### config.mk
export PLATFORM = sky130hd
export DESIGN_NAME = rgb_to_xterm256_index_core_flat
export DESIGN_NICKNAME = d
export VERILOG_FILES = /design/src/hdl/rgbx_pkg.sv /design/src/hdl/rgbx_if.sv /design/src/hdl/rgb_to_xterm256_index_core.sv /design/src/hdl/rgbx_front.sv /design/src/hdl/rgbx_queue.sv /design/src/hdl/rgbx_back.sv /design/src/flat_wrapper.sv
export SDC_FILE = /design/constraint.sdc
export NUM_CORES = 2
export LEC_CHECK = 0
export ABC_AREA = 1
export BUFFER_PORTS_ARGS = -buffer_cell sky130_fd_sc_hd__clkbuf_2
export CORE_ASPECT_RATIO = 2
export CORE_MARGIN = 2
export CORE_UTILIZATION = 66
export CTS_BUF_LIST = sky130_fd_sc_hd__clkbuf_4 sky130_fd_sc_hd__clkbuf_8 sky130_fd_sc_hd__clkbuf_16
export DETAILED_ROUTE_END_ITERATION = 16
export PLACE_DENSITY = 0.88
export SYNTH_ARGS = -nofsm -noshare
export SYNTH_HDL_FRONTEND = slang
export SYNTH_SLANG_ARGS = --single-unit
### constraint.sdc
create_clock -name clk_i -period 11.7 [get_ports clk_i]
set_input_delay 3.51 -clock clk_i [delete_from_list [all_inputs] [get_ports clk_i]]
set_output_delay 3.51 -clock clk_i [all_outputs]
set_load 0.02 [all_outputs]
### src/hdl/rgbx_pkg.sv
`timescale 1ns / 1ps
package rgbx_pkg;

  localparam int unsigned QDEPTH = 4;
  localparam int unsigned QAW    = $clog2(QDEPTH);
  localparam int unsigned DW     = 36;  // weighted distance width

  // luma weights squared, scaled by 10^6
  localparam logic [18:0] W_R = 19'd89401;
  localparam logic [18:0] W_G = 19'd344569;
  localparam logic [18:0] W_B = 19'd12996;

  localparam logic [7:0] CUBE_BASE = 8'd16;
  localparam logic [7:0] GRAY_BASE = 8'd232;
  localparam logic [9:0] THIRD_MUL = 10'd683;  // 683/2048 ~ 1/3

  typedef logic [2:0] level_lut_t [256];
  typedef logic [4:0] gstep_lut_t [256];
  typedef logic [7:0] gval_lut_t  [24];

  function automatic level_lut_t build_level_lut();
    level_lut_t t;
    for (int i = 0; i < 256; i++) t[i] = 3'((i + 25) / 51);
    return t;
  endfunction

  function automatic gstep_lut_t build_gstep_lut();
    gstep_lut_t t;
    for (int i = 0; i < 256; i++) begin
      if (i < 5) t[i] = 5'd0;
      else if (i > 250) t[i] = 5'd23;
      else t[i] = 5'(((i - 5) * 23) / 245);
    end
    return t;
  endfunction

  function automatic gval_lut_t build_gval_lut();
    gval_lut_t t;
    for (int i = 0; i < 24; i++) t[i] = 8'((i * 255) / 23);
    return t;
  endfunction

  localparam level_lut_t LEVEL_LUT = build_level_lut();
  localparam gstep_lut_t GSTEP_LUT = build_gstep_lut();
  localparam gval_lut_t  GVAL_LUT  = build_gval_lut();

  // classified word passed from front to back
  typedef struct packed {
    logic [7:0] red;
    logic [7:0] green;
    logic [7:0] blue;
    logic [2:0] lvl_r;
    logic [2:0] lvl_g;
    logic [2:0] lvl_b;
    logic       gray_ok;
    logic [4:0] gstep;
  } cls_t;

endpackage

### src/hdl/rgbx_if.sv
`timescale 1ns / 1ps
interface rgbx_pix_if;
  logic       valid;
  logic       ready;
  logic [7:0] red;
  logic [7:0] green;
  logic [7:0] blue;
  modport source (output valid, red, green, blue, input ready);
  modport sink   (input valid, red, green, blue, output ready);
endinterface

interface rgbx_idx_if;
  logic       valid;
  logic       ready;
  logic [7:0] color_index;
  modport source (output valid, color_index, input ready);
  modport sink   (input valid, color_index, output ready);
endinterface

### src/hdl/rgb_to_xterm256_index_core.sv
`timescale 1ns / 1ps
// Maps one 8-bit RGB word to the nearest xterm-256 palette index (16..255)
// under a luma-weighted squared distance, trying the gray ramp when all
// channel differences are below gray_threshold (reset 16; 0 disables gray).
// Throughput is one word per clock while the output is not held. The front
// classifies in the accept cycle into a 4-entry queue, and the back runs a
// 4-stage pipeline (square, weight multiply, sum, compare) ending in the
// output register. The queue lets the input keep taking words while the
// output is held, until the queue is full.
module rgb_to_xterm256_index_core (
  input  logic       clk_i,
  input  logic       rst_ni,
  rgbx_pix_if.sink   pix_i,
  rgbx_idx_if.source idx_o,
  input  logic       cfg_we_i,
  input  logic [7:0] cfg_wdata_i
);
  import rgbx_pkg::*;

  logic [7:0] gray_threshold_q;
  cls_t       cls, head;
  logic       head_valid, head_ready;

  // config register, written only while idle; the user must keep to this, the block does not enforce it
  always_ff @(posedge clk_i or negedge rst_ni) begin
    if (!rst_ni) gray_threshold_q <= 8'd16;
    else if (cfg_we_i) gray_threshold_q <= cfg_wdata_i;
  end

  // front: level rounding, gray test, gray ramp step
  rgbx_front u_front (
    .red_i            (pix_i.red),
    .green_i          (pix_i.green),
    .blue_i           (pix_i.blue),
    .gray_threshold_i (gray_threshold_q),
    .cls_o            (cls)
  );

  rgbx_queue u_queue (
    .clk_i        (clk_i),
    .rst_ni       (rst_ni),
    .push_valid_i (pix_i.valid),
    .push_ready_o (pix_i.ready),
    .push_data_i  (cls),
    .pop_valid_o  (head_valid),
    .pop_ready_i  (head_ready),
    .pop_data_o   (head)
  );

  // back: distances and final pick
  rgbx_back u_back (
    .clk_i         (clk_i),
    .rst_ni        (rst_ni),
    .in_valid_i    (head_valid),
    .in_ready_o    (head_ready),
    .in_data_i     (head),
    .out_valid_o   (idx_o.valid),
    .out_ready_i   (idx_o.ready),
    .color_index_o (idx_o.color_index)
  );

endmodule

### src/hdl/rgbx_front.sv
`timescale 1ns / 1ps
module rgbx_front (
  input  logic [7:0]    red_i,
  input  logic [7:0]    green_i,
  input  logic [7:0]    blue_i,
  input  logic [7:0]    gray_threshold_i,
  output rgbx_pkg::cls_t cls_o
);
  import rgbx_pkg::*;

  logic [7:0]  d_rg, d_gb, d_rb;
  logic [9:0]  sum;
  logic [19:0] prod;
  logic [7:0]  avg;

  always_comb begin
    d_rg = (red_i > green_i)  ? red_i - green_i  : green_i - red_i;
    d_gb = (green_i > blue_i) ? green_i - blue_i : blue_i - green_i;
    d_rb = (red_i > blue_i)   ? red_i - blue_i   : blue_i - red_i;
    sum  = 10'(red_i) + 10'(green_i) + 10'(blue_i);
    prod = 20'(sum) * 20'(THIRD_MUL);
    avg  = prod[18:11];  // floor(sum/3), exact for sum <= 765

    cls_o.red     = red_i;
    cls_o.green   = green_i;
    cls_o.blue    = blue_i;
    cls_o.lvl_r   = LEVEL_LUT[red_i];
    cls_o.lvl_g   = LEVEL_LUT[green_i];
    cls_o.lvl_b   = LEVEL_LUT[blue_i];
    cls_o.gray_ok = (d_rg < gray_threshold_i) && (d_gb < gray_threshold_i) &&
                    (d_rb < gray_threshold_i);
    cls_o.gstep   = GSTEP_LUT[avg];
  end

endmodule

### src/hdl/rgbx_queue.sv
`timescale 1ns / 1ps
module rgbx_queue (
  input  logic           clk_i,
  input  logic           rst_ni,
  input  logic           push_valid_i,
  output logic           push_ready_o,
  input  rgbx_pkg::cls_t push_data_i,
  output logic           pop_valid_o,
  input  logic           pop_ready_i,
  output rgbx_pkg::cls_t pop_data_o
);
  import rgbx_pkg::*;

  cls_t             mem_q [QDEPTH];
  logic [QAW-1:0]   wr_q, wr_d, rd_q, rd_d;
  logic [QAW:0]     cnt_q, cnt_d;
  logic             push, pop;

  assign push_ready_o = (cnt_q != (QAW+1)'(QDEPTH));
  assign pop_valid_o  = (cnt_q != '0);
  assign pop_data_o   = mem_q[rd_q];
  assign push         = push_valid_i & push_ready_o;
  assign pop          = pop_valid_o & pop_ready_i;

  always_comb begin
    wr_d  = push ? wr_q + 1'b1 : wr_q;
    rd_d  = pop  ? rd_q + 1'b1 : rd_q;
    cnt_d = cnt_q + (QAW+1)'(push) - (QAW+1)'(pop);
  end

  always_ff @(posedge clk_i or negedge rst_ni) begin
    if (!rst_ni) begin
      wr_q  <= '0;
      rd_q  <= '0;
      cnt_q <= '0;
    end else begin
      wr_q  <= wr_d;
      rd_q  <= rd_d;
      cnt_q <= cnt_d;
    end
  end

  always_ff @(posedge clk_i) begin
    if (push) mem_q[wr_q] <= push_data_i;
  end

endmodule

### src/hdl/rgbx_back.sv
`timescale 1ns / 1ps
module rgbx_back (
  input  logic           clk_i,
  input  logic           rst_ni,
  input  logic           in_valid_i,
  output logic           in_ready_o,
  input  rgbx_pkg::cls_t in_data_i,
  output logic           out_valid_o,
  input  logic           out_ready_i,
  output logic [7:0]     color_index_o
);
  import rgbx_pkg::*;

  // stage valids and stall chain
  logic v1_q, v2_q, v3_q, v4_q;
  logic r1, r2, r3, r4;

  assign r4 = !v4_q | out_ready_i;
  assign r3 = !v3_q | r4;
  assign r2 = !v2_q | r3;
  assign r1 = !v1_q | r2;
  assign in_ready_o = r1;

  always_ff @(posedge clk_i or negedge rst_ni) begin
    if (!rst_ni) begin
      v1_q <= 1'b0;
      v2_q <= 1'b0;
      v3_q <= 1'b0;
      v4_q <= 1'b0;
    end else begin
      if (r1) v1_q <= in_valid_i;
      if (r2) v2_q <= v1_q;
      if (r3) v3_q <= v2_q;
      if (r4) v4_q <= v3_q;
    end
  end

  // stage 1: per-axis differences squared
  logic [7:0] cv_r, cv_g, cv_b, gv;
  logic [7:0] cd_r, cd_g, cd_b, gd_r, gd_g, gd_b;
  logic [9:0]  csq_r_q, csq_g_q, csq_b_q;
  logic [15:0] gsq_r_q, gsq_g_q, gsq_b_q;
  logic [7:0]  cidx1_q, gidx1_q;
  logic        gok1_q;

  always_comb begin
    cv_r = 8'(in_data_i.lvl_r) * 8'd51;
    cv_g = 8'(in_data_i.lvl_g) * 8'd51;
    cv_b = 8'(in_data_i.lvl_b) * 8'd51;
    gv   = GVAL_LUT[in_data_i.gstep];
    cd_r = (in_data_i.red > cv_r)   ? in_data_i.red - cv_r   : cv_r - in_data_i.red;
    cd_g = (in_data_i.green > cv_g) ? in_data_i.green - cv_g : cv_g - in_data_i.green;
    cd_b = (in_data_i.blue > cv_b)  ? in_data_i.blue - cv_b  : cv_b - in_data_i.blue;
    gd_r = (in_data_i.red > gv)     ? in_data_i.red - gv     : gv - in_data_i.red;
    gd_g = (in_data_i.green > gv)   ? in_data_i.green - gv   : gv - in_data_i.green;
    gd_b = (in_data_i.blue > gv)    ? in_data_i.blue - gv    : gv - in_data_i.blue;
  end

  // the rounded cell is per axis strictly nearest, so it is the cube winner
  always_ff @(posedge clk_i) begin
    if (r1) begin
      csq_r_q <= 10'(cd_r[4:0]) * 10'(cd_r[4:0]);
      csq_g_q <= 10'(cd_g[4:0]) * 10'(cd_g[4:0]);
      csq_b_q <= 10'(cd_b[4:0]) * 10'(cd_b[4:0]);
      gsq_r_q <= 16'(gd_r) * 16'(gd_r);
      gsq_g_q <= 16'(gd_g) * 16'(gd_g);
      gsq_b_q <= 16'(gd_b) * 16'(gd_b);
      cidx1_q <= CUBE_BASE + 8'(in_data_i.lvl_r) * 8'd36 +
                 8'(in_data_i.lvl_g) * 8'd6 + 8'(in_data_i.lvl_b);
      gidx1_q <= GRAY_BASE + 8'(in_data_i.gstep);
      gok1_q  <= in_data_i.gray_ok;
    end
  end

  // stage 2: weighted products
  logic [DW-1:0] cp_r_q, cp_g_q, cp_b_q, gp_r_q, gp_g_q, gp_b_q;
  logic [7:0]    cidx2_q, gidx2_q;
  logic          gok2_q;

  always_ff @(posedge clk_i) begin
    if (r2) begin
      cp_r_q  <= DW'(W_R) * DW'(csq_r_q);
      cp_g_q  <= DW'(W_G) * DW'(csq_g_q);
      cp_b_q  <= DW'(W_B) * DW'(csq_b_q);
      gp_r_q  <= DW'(W_R) * DW'(gsq_r_q);
      gp_g_q  <= DW'(W_G) * DW'(gsq_g_q);
      gp_b_q  <= DW'(W_B) * DW'(gsq_b_q);
      cidx2_q <= cidx1_q;
      gidx2_q <= gidx1_q;
      gok2_q  <= gok1_q;
    end
  end

  // stage 3: sums
  logic [DW-1:0] cdist_q, gdist_q;
  logic [7:0]    cidx3_q, gidx3_q;
  logic          gok3_q;

  always_ff @(posedge clk_i) begin
    if (r3) begin
      cdist_q <= cp_r_q + cp_g_q + cp_b_q;
      gdist_q <= gp_r_q + gp_g_q + gp_b_q;
      cidx3_q <= cidx2_q;
      gidx3_q <= gidx2_q;
      gok3_q  <= gok2_q;
    end
  end

  // stage 4: pick, gray only if strictly closer
  logic [7:0] idx_q;

  always_ff @(posedge clk_i) begin
    if (r4) idx_q <= (gok3_q && (gdist_q < cdist_q)) ? gidx3_q : cidx3_q;
  end

  assign out_valid_o   = v4_q;
  assign color_index_o = idx_q;

endmodule

### src/flat_wrapper.sv
// flat-port wrapper written by rule: the top's interface ports become plain ports
module rgb_to_xterm256_index_core_flat import rgbx_pkg::*;
  (clk_i, rst_ni, cfg_we_i, cfg_wdata_i, pix_i_valid, pix_i_red, pix_i_green, pix_i_blue, pix_i_ready, idx_o_valid, idx_o_color_index, idx_o_ready);
  rgbx_pix_if pix_i_i ();
  rgbx_idx_if idx_o_i ();
  input  logic clk_i;
  input  logic rst_ni;
  input  logic cfg_we_i;
  input  logic [7:0] cfg_wdata_i;
  input wire logic [$bits(pix_i_i.valid)-1:0] pix_i_valid;
  input wire logic [$bits(pix_i_i.red)-1:0] pix_i_red;
  input wire logic [$bits(pix_i_i.green)-1:0] pix_i_green;
  input wire logic [$bits(pix_i_i.blue)-1:0] pix_i_blue;
  output wire logic [$bits(pix_i_i.ready)-1:0] pix_i_ready;
  output wire logic [$bits(idx_o_i.valid)-1:0] idx_o_valid;
  output wire logic [$bits(idx_o_i.color_index)-1:0] idx_o_color_index;
  input wire logic [$bits(idx_o_i.ready)-1:0] idx_o_ready;
  assign pix_i_i.valid = pix_i_valid;
  assign pix_i_i.red = pix_i_red;
  assign pix_i_i.green = pix_i_green;
  assign pix_i_i.blue = pix_i_blue;
  assign pix_i_ready = pix_i_i.ready;
  assign idx_o_valid = idx_o_i.valid;
  assign idx_o_color_index = idx_o_i.color_index;
  assign idx_o_i.ready = idx_o_ready;
  rgb_to_xterm256_index_core u_core (.clk_i(clk_i), .rst_ni(rst_ni), .pix_i(pix_i_i), .idx_o(idx_o_i), .cfg_we_i(cfg_we_i), .cfg_wdata_i(cfg_wdata_i));
endmodule
==> flow_metrics.env <==
export IMPL_cp_slowest_stage_delay_ps=580
export IMPL_async_flop_share_pct=3.56
export IMPL_viasPerCell=5.89
export IMPL_wl_per_cell_um=19.6
export IMPL_final_common_cell="inv_1"
export IMPL_final_nets=7559
export IMPL_cts_hold_buf=0
export IMPL_arrival_ps=10350
export IMPL_place_ws_ps=1050
export IMPL_antennaDiodeCount=0
export IMPL_antenna_found_initial=3
export IMPL_synthAdderAreaFrac_pct=39.9
export IMPL_synthXorXnorAreaFrac_pct=5.18
export IMPL_slew_headroom_pct=26.0
export IMPL_max_freq_mhz=101
export IMPL_hp_class="reg -> reg"
export IMPL_cts_tree="built"
export IMPL_clock_latency_ps=640
export IMPL_ys_types=67
export IMPL_rsz0062_at_grt="false"
export IMPL_rows=153
export IMPL_core_area_mm2=0.0865
export IMPL_endpoint_kind="flip-flop"
export IMPL_wirelength_um=141000
export IMPL_die_area_mm2=0.0896
export IMPL_overflow=0
export IMPL_cp_top_family="adder cells"
export IMPL_fillers=6108
export IMPL_status="finished clean"
export IMPL_post_route_min_period_ps=9940
export IMPL_drc=0
export IMPL_ant_nets=0
export IMPL_synthMuxAreaShare_pct=0.242
export IMPL_fin_ws_ps=1760
export IMPL_synth_seq_cells=534
export IMPL_synth_warnings=0
export IMPL_finalHoldViolations=0
export IMPL_synth_simple_area_share_pct=10.2
export IMPL_fin_crit_sh_pct=85.0
export IMPL_fin_setup_tns_ps=0
export IMPL_io_pins=47
export IMPL_r2r_slack_ps=2210
export IMPL_path_buf_inv=9
export IMPL_postCtsSetupBuffers=0
export IMPL_synth_edf_count=515
export IMPL_vias=42200
export IMPL_drt_pass1_iterations=8
export IMPL_cts_buffer_depth=3
export IMPL_grt_pass1_vias=44500
export IMPL_synthToLayoutAreaGrowth_pct=5.85
export IMPL_worst_pin_slew_ps=1100
export IMPL_cts_sinks=534
export IMPL_place_gp_congestion=0.994
export IMPL_slowest_stage="fa_1"
export IMPL_synth_avg_cell_area_um2=9.74
export IMPL_grt_max_degree=159
export IMPL_finalClockSkew_ps=32.4
export IMPL_clock_root_buffer="clkbuf_16"
export IMPL_final_setup_viol_count=0
export IMPL_portBuffers=46
export IMPL_cts_repair_resized=0
export IMPL_final_cell_mix="inv_1, ha_1, nand2_1"
export IMPL_cap_violations=0
export IMPL_start_util_pct=66.4
export IMPL_synth_top_family_by_area="adder cells"
export IMPL_path_common_cell="nand2_1"
export IMPL_slew_viol_final=0
export IMPL_cts_buffers=51
export IMPL_synth_fp_nets=7486
export IMPL_grt_pass1_wl_um=225000
export IMPL_cts_htree_levels=2
export IMPL_cp_start_kind="primary input"
export IMPL_seq_area_frac_synth_pct=27.7
export IMPL_drive_gt1_share_pct=4.22
export IMPL_cp_max_fo=10
export IMPL_critPathRequiredTime_ps=12110
export IMPL_netlist_area_mm2=0.0574
export IMPL_synth_ff_type="edfxtp_1"
export IMPL_detailed_place_hpwl_um=113000
export IMPL_die_w_um=213
export IMPL_first_iter_violations=3367
export IMPL_synth_compound_area_share_pct=8.82
export IMPL_critical_path_class="in -> reg"
export IMPL_die_y_um=421
export IMPL_synth_cells=5901
export IMPL_grt_usage_pct=32.0
export IMPL_clkTransAtPathRegs_ps=70
[cell families (layout without fill, tap and decap cells)]
logic type,after synthesis,count (layout)
DFF,534,534
and+or+nand+nor,1403,1403
xor gates and xnor gates,335,335
muxes,13,13
AOI/OAI and AO/OA,877,877
adders and majority gates,1548,1548
buffers and inverters,1191,1304
[layout make-up]
class                           count  area [um2]  share of cell area [%]
Multi-Input combinational cell   4176       37000                    60.9
Sequential cell                   534       15900                    26.2
Inverter                         1147        4320                    7.10
Tap cell                         1162        1450                    2.39
Clock buffer                       54        1300                    2.14
Clock inverter                     39         397                   0.652
Timing Repair Buffer               64         378                   0.621
[synth_stat cells, types with 5 or more instances]
master	count	area [um2]
o31ai_1	12	90.1
o21ai_2	6	52.6
buf_1	7	26.3
edfxtp_1	515	15500
a21oi_1	411	2060
nand2_4	6	67.6
o21bai_1	24	180
xnor2_1	89	780
nor2_2	5	31.3
nand2_2	22	138
nand2_1	763	2860
a31oi_1	36	225
mux2i_1	6	60.1
clkbuf_1	29	109
inv_1	1128	4230
dfrtp_1	18	450
xor2_1	242	2120
mux2_2	7	78.8
o21ai_1	11	55.1
o21ai_0	208	1040
nand4_1	47	294
a211oi_1	14	105
a32oi_1	26	228
ha_1	1071	13400
a21boi_0	11	82.6
nor2_1	327	1230
inv_2	17	63.8
o211ai_1	36	270
nor4_1	11	68.8
nand3_1	152	761
o22ai_1	5	31.3
a21o_1	29	218
o221ai_1	10	87.6
nand3b_1	8	60.1
or2_2	17	106
o21a_1	10	75.1
fa_1	477	9550
a221oi_1	6	52.6
nor3_1	38	190
[routing by layer]
layer | GRT usage [%] | wire length (um)
met2 | 55.7 | 70100
met5 | 0 | 29
met1 | 37.5 | 52600
met4 | 17.8 | 8930
met3 | 4.67 | 8910
[worst paths after layout]
check,startpoint,to,cells past startpoint
worst max-delay path,pix_i_blue[1],u_core.u_queue.mem_q[0][3],37
worst min-delay path,u_core.u_back.gok2_q,u_core.u_back.gok3_q,0
worst max register to register,u_core.u_queue.rd_q[0],u_core.u_back.gsq_r_q[14],40
worst min register to register,u_core.u_back.gok2_q,u_core.u_back.gok3_q,0
max in group asynchronous,rst_ni,u_core.u_queue.rd_q[0],1
min in group asynchronous,rst_ni,u_core.gray_threshold_q[5],1
[stage by stage]
step | area (um2) | hold WS (ps) | util (%) | std cells
after detailed placement | 59100 | 405 | 68.3 | 7083
after CTS | 60800 | 421 | 70.3 | 7176
after floorplan | 57500 | 400 | - | 5901
after global routing | 60800 | 422 | 70.3 | 7176
final | 60800 | 419 | 70.3 | 7176
after global placement | 59100 | 402 | 68.3 | 7083
[state kept, by name, indices dropped and copies added, names as in the netlist, 15 cells and up]
register and cells:
u_core.u_back.cp_b_q 21, u_core.u_back.gdist_q 36, u_core.u_queue.mem_q 156, u_core.u_back.gsq_r_q 15
u_core.u_back.cp_g_q 28, u_core.u_back.gp_b_q 27, u_core.u_back.gp_g_q 34, u_core.u_back.cdist_q 30
u_core.u_back.gp_r_q 32, u_core.u_back.gsq_b_q 15, u_core.u_back.gsq_g_q 15, u_core.u_back.cp_r_q 26
Power is not shown: default switching activity piles up to over one toggle a cycle in this logic, so the estimate is an artifact.
